===== config.mk =====
export PLATFORM = sky130hd
export DESIGN_NAME = bre_ctrl
export DESIGN_NICKNAME = d
export VERILOG_FILES = /design/src/hw/rtl/bre_pkg.sv /design/src/hw/rtl/bre_ctrl.sv
export SDC_FILE = /design/constraint.sdc
export NUM_CORES = 1
export LEC_CHECK = 0
export ABC_AREA = 1
export BUFFER_PORTS_ARGS = -buffer_cell sky130_fd_sc_hd__buf_4
export CORE_AREA = 2 2 39 41
export CTS_BUF_LIST = sky130_fd_sc_hd__clkbuf_8 sky130_fd_sc_hd__clkbuf_16
export DETAILED_ROUTE_END_ITERATION = 7
export DIE_AREA = 0 0 41 43
export GPL_ROUTABILITY_DRIVEN = 0
export GPL_TIMING_DRIVEN = 0
export PLACE_DENSITY = 0.44
export SKIP_CTS_REPAIR_TIMING = 1
export SLEW_MARGIN = 0
export SYNTH_ARGS = -nofsm -noshare
export SYNTH_HDL_FRONTEND = slang
export SYNTH_SLANG_ARGS = --single-unit

===== constraint.sdc =====
create_clock -name i_clk -period 0.9 [get_ports i_clk]
set_clock_uncertainty 0.05 [all_clocks]
set_input_delay 0.18 -clock i_clk [delete_from_list [all_inputs] [get_ports i_clk]]
set_output_delay 0.18 -clock i_clk [all_outputs]
set_load 0.02 [all_outputs]

===== src/hw/rtl/bre_pkg.sv =====
`timescale 1ns / 1ps
// ----------------------------------------------------------------------------
// bre_pkg
// Shared constants, types and controller/datapath handshake structs of the
// bit region engine.
// ----------------------------------------------------------------------------
package bre_pkg;

    // Store geometry
    localparam int MAX_BYTES = 4096;
    localparam int ADDR_W    = $clog2(MAX_BYTES);
    localparam int ULEN_W    = $clog2(MAX_BYTES + 1);
    localparam int BITS_W    = ULEN_W + 3;

    // Field widths
    localparam int CMD_W     = 3;
    localparam int IDX_W     = 12;
    localparam int DATA_W    = 8;
    localparam int POS_W     = 16;
    localparam int VAL_W     = 16;
    localparam int CFG_W     = 13;

    // Region arithmetic width: holds start + length and the store size in bits
    localparam int EXT_W     = ((BITS_W > POS_W) ? BITS_W : POS_W) + 1;

    // Configuration port
    localparam int APB_DATA_W = 32;
    localparam int APB_ADDR_W = 3;
    localparam logic REG_USED_BYTES = 1'b0;

    localparam logic [DATA_W-1:0] BYTE_ONES = 8'hFF;
    localparam logic [2:0]        BIT_LAST  = 3'd7;

    typedef enum logic [CMD_W-1:0] {
        CMD_WRITE_BYTE = 3'd0,
        CMD_READ_BYTE  = 3'd1,
        CMD_GET_BIT    = 3'd2,
        CMD_SET        = 3'd3,
        CMD_CLEAR      = 3'd4,
        CMD_FLIP       = 3'd5,
        CMD_COUNT      = 3'd6
    } t_cmd;

    typedef enum logic [2:0] {
        S_CLEAR,
        S_IDLE,
        S_DECODE,
        S_READ,
        S_MODIFY,
        S_DONE
    } t_state;

    typedef struct packed {
        logic load;
        logic decode;
        logic wr_byte;
        logic mem_rd;
        logic step;
        logic clr_step;
        logic out_load;
    } t_dp_cmd;

    typedef struct packed {
        logic walk;
        logic direct_write;
        logic last;
        logic out_busy;
    } t_dp_status;

endpackage


===== src/hw/rtl/bre_ctrl.sv =====
`timescale 1ns / 1ps
// ----------------------------------------------------------------------------
// bre_ctrl
// Sequencer: clearing pass, command accept, decode, byte walk, result hand-off.
// ----------------------------------------------------------------------------
module bre_ctrl (
    input  logic                i_clk,
    input  logic                i_rst_n,
    input  logic                i_in_valid,
    output logic                o_in_ready,
    input  bre_pkg::t_dp_status i_status,
    output bre_pkg::t_dp_cmd    o_cmd
);
    import bre_pkg::*;

    t_state r_state;
    t_state n_state;

    always_ff @(posedge i_clk) begin
        if (!i_rst_n) begin
            r_state <= S_CLEAR;
        end else begin
            r_state <= n_state;
        end
    end

    always_comb begin
        n_state = r_state;
        unique case (r_state)
            S_CLEAR:  if (i_status.last) n_state = S_IDLE;
            S_IDLE:   if (i_in_valid) n_state = S_DECODE;
            S_DECODE: n_state = i_status.walk ? S_READ : S_DONE;
            S_READ:   n_state = S_MODIFY;
            S_MODIFY: if (i_status.last) n_state = S_DONE;
                      else n_state = S_READ;
            S_DONE:   if (!i_status.out_busy) n_state = S_IDLE;
            default:  n_state = S_CLEAR;
        endcase
    end

    always_comb begin
        o_cmd      = '0;
        o_in_ready = 1'b0;
        unique case (r_state)
            S_CLEAR:  o_cmd.clr_step = 1'b1;
            S_IDLE: begin
                o_in_ready = 1'b1;
                o_cmd.load = i_in_valid;
            end
            S_DECODE: begin
                o_cmd.decode  = 1'b1;
                o_cmd.wr_byte = i_status.direct_write;
            end
            S_READ:   o_cmd.mem_rd = 1'b1;
            S_MODIFY: o_cmd.step = 1'b1;
            S_DONE:   o_cmd.out_load = !i_status.out_busy;
            default:  o_cmd = '0;
        endcase
    end

    a_reset_clears: assert property (@(posedge i_clk)
        !i_rst_n |=> (r_state == S_CLEAR))
        else $error("reset did not start the clearing pass");

    a_modify_after_read: assert property (@(posedge i_clk) disable iff (!i_rst_n)
        (r_state == S_MODIFY) |-> ($past(r_state) == S_READ))
        else $error("byte modify without a preceding read");

    a_decode_after_load: assert property (@(posedge i_clk) disable iff (!i_rst_n)
        (r_state == S_DECODE) |-> $past(o_cmd.load))
        else $error("decode without an accepted command");

    a_result_returns_idle: assert property (@(posedge i_clk) disable iff (!i_rst_n)
        o_cmd.out_load |=> (r_state == S_IDLE))
        else $error("result load did not return to idle");

endmodule

# After elaboration in Yosys (flattened, before gate mapping)
# Cells that the tools add are included.
# Widths: inputs -> output; s select.
# totals
ram_bits	0
latch_bits	0
out_inout_bits	8
register_bits	3
mem_count	0
mem_bits_ro	0
# op_classes
n_reduce_logical	3
shifts	0
n_mul	0
n_lt_le_gt_ge	0
bitwise_logic	0
addsub	0
mux	13
div_mod_pow	0
eq_ne	8
# ops
cell	n
$pmux 3 s6	1
$mux 3	5
$eq 3x2->1 const B	2
$eq 3x3->1 const B	2
$mux 1	6
$ne 2x2->1 const B	3
$eq 3x1->1 const B	1
$logic_not 3->1	1
$reduce_and 3->1	1
$mux 2	1
$logic_not 1->1	1

# Depth between registers and ports, before layout
# Gate-level depths: netlist of the first run.
# logic_depth
word_depth	3
ltp_mapped	7

# Worst setup path after synthesis of the first run
# OpenSTA, ideal clock, no wires.
# synth_timing
kind	register -> output
from	register r_state[0]
to	output o_cmd[0] in the netlist's numbering
t_arrival_ns	0.992
stages_incl_launch_ff	3
path_slack_ns	-0.322
path_buffers	0
cell_sequence	dfxtp_1 inv_2 nor3_1
# synth_rtl
item	line	source
start: declaration	bre_ctrl.sv:16	t_state r_state;
start signal: assignment	bre_ctrl.sv:23	r_state <= n_state;
end: declaration	bre_ctrl.sv:12	output bre_pkg::t_dp_cmd o_cmd

==> out/results.ini, run 1 <==
[drt]
wl_per_cell_microns=8.70
wl_met3_microns=62
highest_layer=met4
drt_iter0_drc=0
num_vias=361
postRouteAntennaNets=0
drc_errors=0
met2_length_microns=389
vias_per_cell=4.20
firstDrtPassIters=1
met1_length_microns=270
drt_wl_total_microns=748

[die]
die_w_microns=41
io_pins=15
start_util_pct=18.4
die_y_microns=43
die_area_sq_mm=0.00176
rows=14
core_sq_mm=0.00138

[synthesis]
synth_top_area_share_pct=23.6
seq_area_frac_synth_pct=23.6
synth_nets=52
synthTopCellsByCount=inv_1, nand2_1, nor2_1
ys_async_sr_fraction_pct=0
ys_top_cells_by_area=dfxtp_1, inv_1, nand2_1, nor2_1, nand3_1
yosysWarnings=0
synth-main-ff-cell=dfxtp_1
synth_top_cell_by_area=dfxtp_1
synth-edff-count=0
ys_types=12
synth-seq-cells=3
syn_inst=45
synth_area_sq_um=254
syn_area_per_cell_sq_um=5.64

[final_layout]
largest_reg_flops=3
top_register=r_state
nNetsFinal=78
drive_gt1_share_pct=74.3
top_regs=r_state: 3 flops
fillers=148
syn2layout_area_growth_pct=144
diodes=0

[critical_path]
r2r_slack_ps=-230
ff2ff_path_depth=7
crit_path_end_kind=output pin
timing.rr.start=r_state[1]$_SDFFE_PN0P_
arrival_ps=1030
startpoint_type=flip-flop
worstPathRequired_ps=670
reg2reg_to=r_state[1]$_SDFFE_PN0P_
criticalPathCategory=flip-flop to output pin
path_max_fanout=4
crit_start=r_state[0]$_SDFFE_PN0P_
crit_end=o_cmd[6]

[clock_tree]
clk_pin_slew_ps=30
clockBufferDepth=2
clkSinkCount=3
cts_tree=done
clockRootBuffer=clkbuf_8
cts_buffers=3
h-tree-depth=1
clk_latency_ps=220

[global_route]
antenna_found_initial=0
grt_overflow=0
grt_pass1_wl_microns=1020
first_global_vias=296
grt.total_usage_pct=9.14
grt_start_max_net_pins=8

[timing]
maxSlewHeadroom_pct=88.4
finalHoldViolCount=0
setup_violations=11
tightestPinTransition_ps=173
drv_slew=0
rsz0062_at_grt=true
fin_crit_sh_pct=140
fin_ws_ps=-363
fmax_mhz=792
min_period_ps=1260

[place]
port_buffers=14
pre_cts_slack_ps=-280
dp.final_hpwl_microns=535

[power_and_ir_drop]
finalPower_mw=1.03
ir_drop_v=0.000965
powerDensity_mw_per_mm2=1660
p_leak_nw=0.317

[worst_hold_path]
hp-class=input port to flip-flop
hold_path.startpoint=i_rst_n

[run]
cap_violations=0

[run_status]
violations=setup timing
outcome=finished with violations

## how the worst min path moves through the flow
stage	to	slack, ps	cells after the start
4_1_cts	r_state[0]$_SDFFE_PN0P_	150	3
5_1_grt	r_state[0]$_SDFFE_PN0P_	160	3
3_5_place_dp	r_state[0]$_SDFFE_PN0P_	370	3
6_report	r_state[2]$_SDFFE_PN0P_	160	3
3_3_place_gp	r_state[0]$_SDFFE_PN0P_	370	3
2_1_floorplan	r_state[0]$_SDFFE_PN0P_	260	2
## cells in the final DEF (no fill, tap or decap), types with 2 or more instances in the layout
master / count
buf_4: 13
buf_6: 8
clkbuf_8: 3
dfxtp_4: 3
inv_1: 6
inv_2: 4
nand2_1: 5
nand2_2: 2
nand2_4: 2
nand3_1: 3
nand4_1: 2
nor2_1: 2
nor2_2: 4
nor2_4: 5
nor3_4: 2
## logic make-up (layout without fill, tap and decap cells)
group / count (synthesis) / count (layout) / share of synthesized area [%]
AND/OR/NAND/NOR: 31 / 31 / 60.1
buffers and inverters: 11 / 36 / 16.3
flip-flops: 3 / 3 / 23.6
## final cells by class
type	instances	area (sq um)	share of cell area (%)
repair buffers	21	188	30.2
well taps	16	20.0	3.23
clock buffers	3	41.3	6.65
inverters	11	48.8	7.86
multi-input cells	31	248	39.9
flip-flops and latches	3	71.3	11.5
clock inverters	1	3.75	0.605
## worst max-delay path, cell delays in order, from the launching register on
cell and delay [ps]:
dfxtp_4 370, inv_2 60, nor2_4 120, nand2_4 80, nor2_4 80, buf_6 110
## metal layers
layer / vias up / track usage (%)
met5: - / 0
met4: 0 / 8.00
met3: 4 / 4.71
met2: 11 / 13.8
met1: 158 / 8.36
li1: 188 / -
## power breakdown
| group | switching [mW] | internal, mW |
|---|---|---|
| Clock | 0.0866 | 0.290 |
| Combinational | 0.235 | 0.227 |
| Sequential | 0.0390 | 0.153 |
## metrics by stage
step / instance area [sq um] / util, % / TNS [ps] / hold WS, ps / cells
detailed placement: 422 / 30.5 / -1740 / 370 / 75
global placement: 422 / 30.5 / -1810 / 374 / 75
CTS: 467 / 33.7 / -3610 / 147 / 79
finish: 621 / 44.8 / -3260 / 157 / 86
global route: 621 / 44.8 / -3750 / 161 / 86
floorplan: 297 / - / -831 / 256 / 45
No activity file was read; power rests on OpenSTA's default activity.
==> inputs of run 2 (changes only) <==
CORE_AREA = 4 4 41 43   (was 2 2 39 41)
DIE_AREA = 0 0 45 47   (was 0 0 41 43)
==> out/results.ini, run 2 (synthesized netlist as in run 1, its figures left out) <==
[run_status]
outcome=finished with violations
violations=setup timing

[final_layout]
top_regs=r_state: 3 flops
nNetsFinal=75  ; -3.8%
multi_input_area_sq_um=211  ; -15%
drive_gt1_share_pct=62.7  ; -12 points
final_cells=82  ; -4.7%
final_common_cell=buf_4
fillers=148  ; unchanged
utilization_pct=42.0  ; -2.8 points
largest_reg_flops=3  ; unchanged
top_register=r_state
mostFrequentLayoutCells=buf_4, inv_1, nand2_1, nor2_1, buf_6
diodes=0  ; unchanged
syn2layout_area_growth_pct=115
seq_area_sq_um=71.3  ; unchanged

[clock_tree]
cts_tree=done
h-tree-depth=1  ; unchanged
clk_pin_slew_ps=30  ; about the same
clk_latency_ps=210  ; about the same
clockRootBuffer=clkbuf_8
clkSinkCount=3  ; unchanged
cts_buffers=3  ; unchanged
clockBufferDepth=2  ; unchanged

[drt]
drt_wl_total_microns=759  ; +1.5%
drt_iter0_drc=0  ; unchanged
drc_errors=0  ; unchanged
num_vias=336  ; -6.9%
firstDrtPassIters=1  ; unchanged
postRouteAntennaNets=0  ; unchanged
wl_per_cell_microns=9.26  ; +6.4%
vias_per_cell=4.10  ; -2.4%

[place]
placed_cells=74  ; -1.3%
port_buffers=14  ; unchanged
dp.final_hpwl_microns=604  ; +13%

[timing]
maxSlewHeadroom_pct=89.1  ; +0.72 points
setup_violations=11  ; unchanged
tightestPinTransition_ps=163  ; -10.7 ps
fin_crit_sh_pct=141  ; +0.84 points
fmax_mhz=787  ; -0.60%
min_period_ps=1270  ; +7.59 ps
fin_ws_ps=-370  ; -7.59 ps
drv_slew=0  ; unchanged
finalHoldViolCount=0  ; unchanged
rsz0062_at_grt=true

[global_route]
grt_overflow=0  ; unchanged
grt_pass1_wl_microns=1180  ; +15%
grt.total_usage_pct=8.22  ; -0.92 points
first_global_vias=301  ; +1.7%
antenna_found_initial=0  ; unchanged
grt_start_max_net_pins=8  ; unchanged

[die]
die_area_sq_mm=0.00212  ; +20%
rows=13  ; -1
start_util_pct=19.5  ; +1.2 points
die_w_microns=45  ; +9.8%
io_pins=15  ; unchanged
core_sq_mm=0.00130  ; -6.0%
die_y_microns=47  ; +9.3%

[critical_path]
worst_path_dominant_cell_family=flip-flops
reg2reg_to=r_state[2]$_SDFFE_PN0P_
worstPathRequired_ps=670  ; about the same
timing.critical_path.mode_cell=nor2_4
timing.rr.start=r_state[0]$_SDFFE_PN0P_
path_max_fanout=5  ; +1
slowest_delay_ps=380  ; about the same
worstPathBufferInverterCount=2  ; unchanged
arrival_ps=1040  ; about the same
critical_path.slowest_cell=dfxtp_4
r2r_slack_ps=-250  ; -20 ps
path_cells=inv_4, nor2_4, nand2_4, nor2_4, buf_6
criticalPathCategory=flip-flop to output pin
startpoint_type=flip-flop
ff2ff_path_depth=7  ; unchanged
crit_path_end_kind=output pin

[power_and_ir_drop]
finalPower_uw=956  ; -7.2%
ir_drop_v=0.000902  ; -6.6%
p_leak_nw=0.285  ; -10%
powerDensity_mw_per_mm2=1750  ; +5.3%

[worst_hold_path]
hold_path_depth=3  ; unchanged
hold_path.startpoint=i_rst_n
hp-class=input port to flip-flop
holdPathEnd=r_state[0]$_SDFFE_PN0P_

[run]
cap_violations=0  ; unchanged

[run 2: changes by cell type in the layout (fill, tap and decap cells not counted), moves of 2 or more]
cell	change
buf_6	-3
nand2_2	-2
nor2_1	+3
nor2_2	-2
nand2_1	+2
[run 2: worst max path at each step]
| stage | from | to | slack (ps) | depth (start not counted) |
|---|---|---|---|---|
| final | r_state[0]$_SDFFE_PN0P_ | o_cmd[6] | -370 | 5 |
| after CTS | r_state[0]$_SDFFE_PN0P_ | o_cmd[6] | -490 | 5 |
| after detailed placement | r_state[0]$_SDFFE_PN0P_ | o_cmd[6] | -260 | 5 |
| after global placement | r_state[0]$_SDFFE_PN0P_ | o_cmd[6] | -270 | 5 |
| after global routing | r_state[0]$_SDFFE_PN0P_ | o_cmd[6] | -420 | 5 |
| after floorplan | r_state[1]$_SDFFE_PN0P_ | r_state[1]$_SDFFE_PN0P_ | -150 | 6 |
[run 2: cell type report]
| class | instances | area share (%) |
|---|---|---|
| clock buffers | 3 | 7.55 |
| clock inverters | 1 | 0.686 |
| inverters | 11 | 8.47 |
| multi-input cells | 31 | 38.7 |
| flip-flops and latches | 3 | 13.0 |
| well taps | 15 | 3.43 |
| repair buffers | 18 | 28.1 |
[run 2: per-stage QoR]
step	instance area, sq um	hold slack (ps)	TNS (ps)	worst slack (ps)
4_1_cts	465	149	-3550	-493
3_3_place_gp	420	370	-1710	-265
5_1_grt	547	168	-3960	-416
6_report	547	150	-3330	-370
3_5_place_dp	420	372	-1690	-264
2_1_floorplan	297	256	-831	-153
[run 2: worst register-to-register path, delay by kind of cell (launching register included)]
family,cells,cell delay (ps)
AND/OR/NAND/NOR,5,380
buffers and inverters,2,290
flip-flops,1,360
[run 2: routing by layer]
metal | wire [microns] | GRT usage [%] | up-vias
li1 | - | - | 184
met1 | 316 | 10.0 | 140
met2 | 379 | 11.0 | 9
met3 | 40 | 2.30 | 3
met4 | 23 | 8.77 | 0
met5 | 0 | 0 | -
[run 2: where the power goes]
part | switching (mW) | leakage, nW | internal (mW)
clock | 0.0831 | 0.0269 | 0.290
combinational | 0.203 | 0.231 | 0.184
sequential | 0.0420 | 0.0267 | 0.154
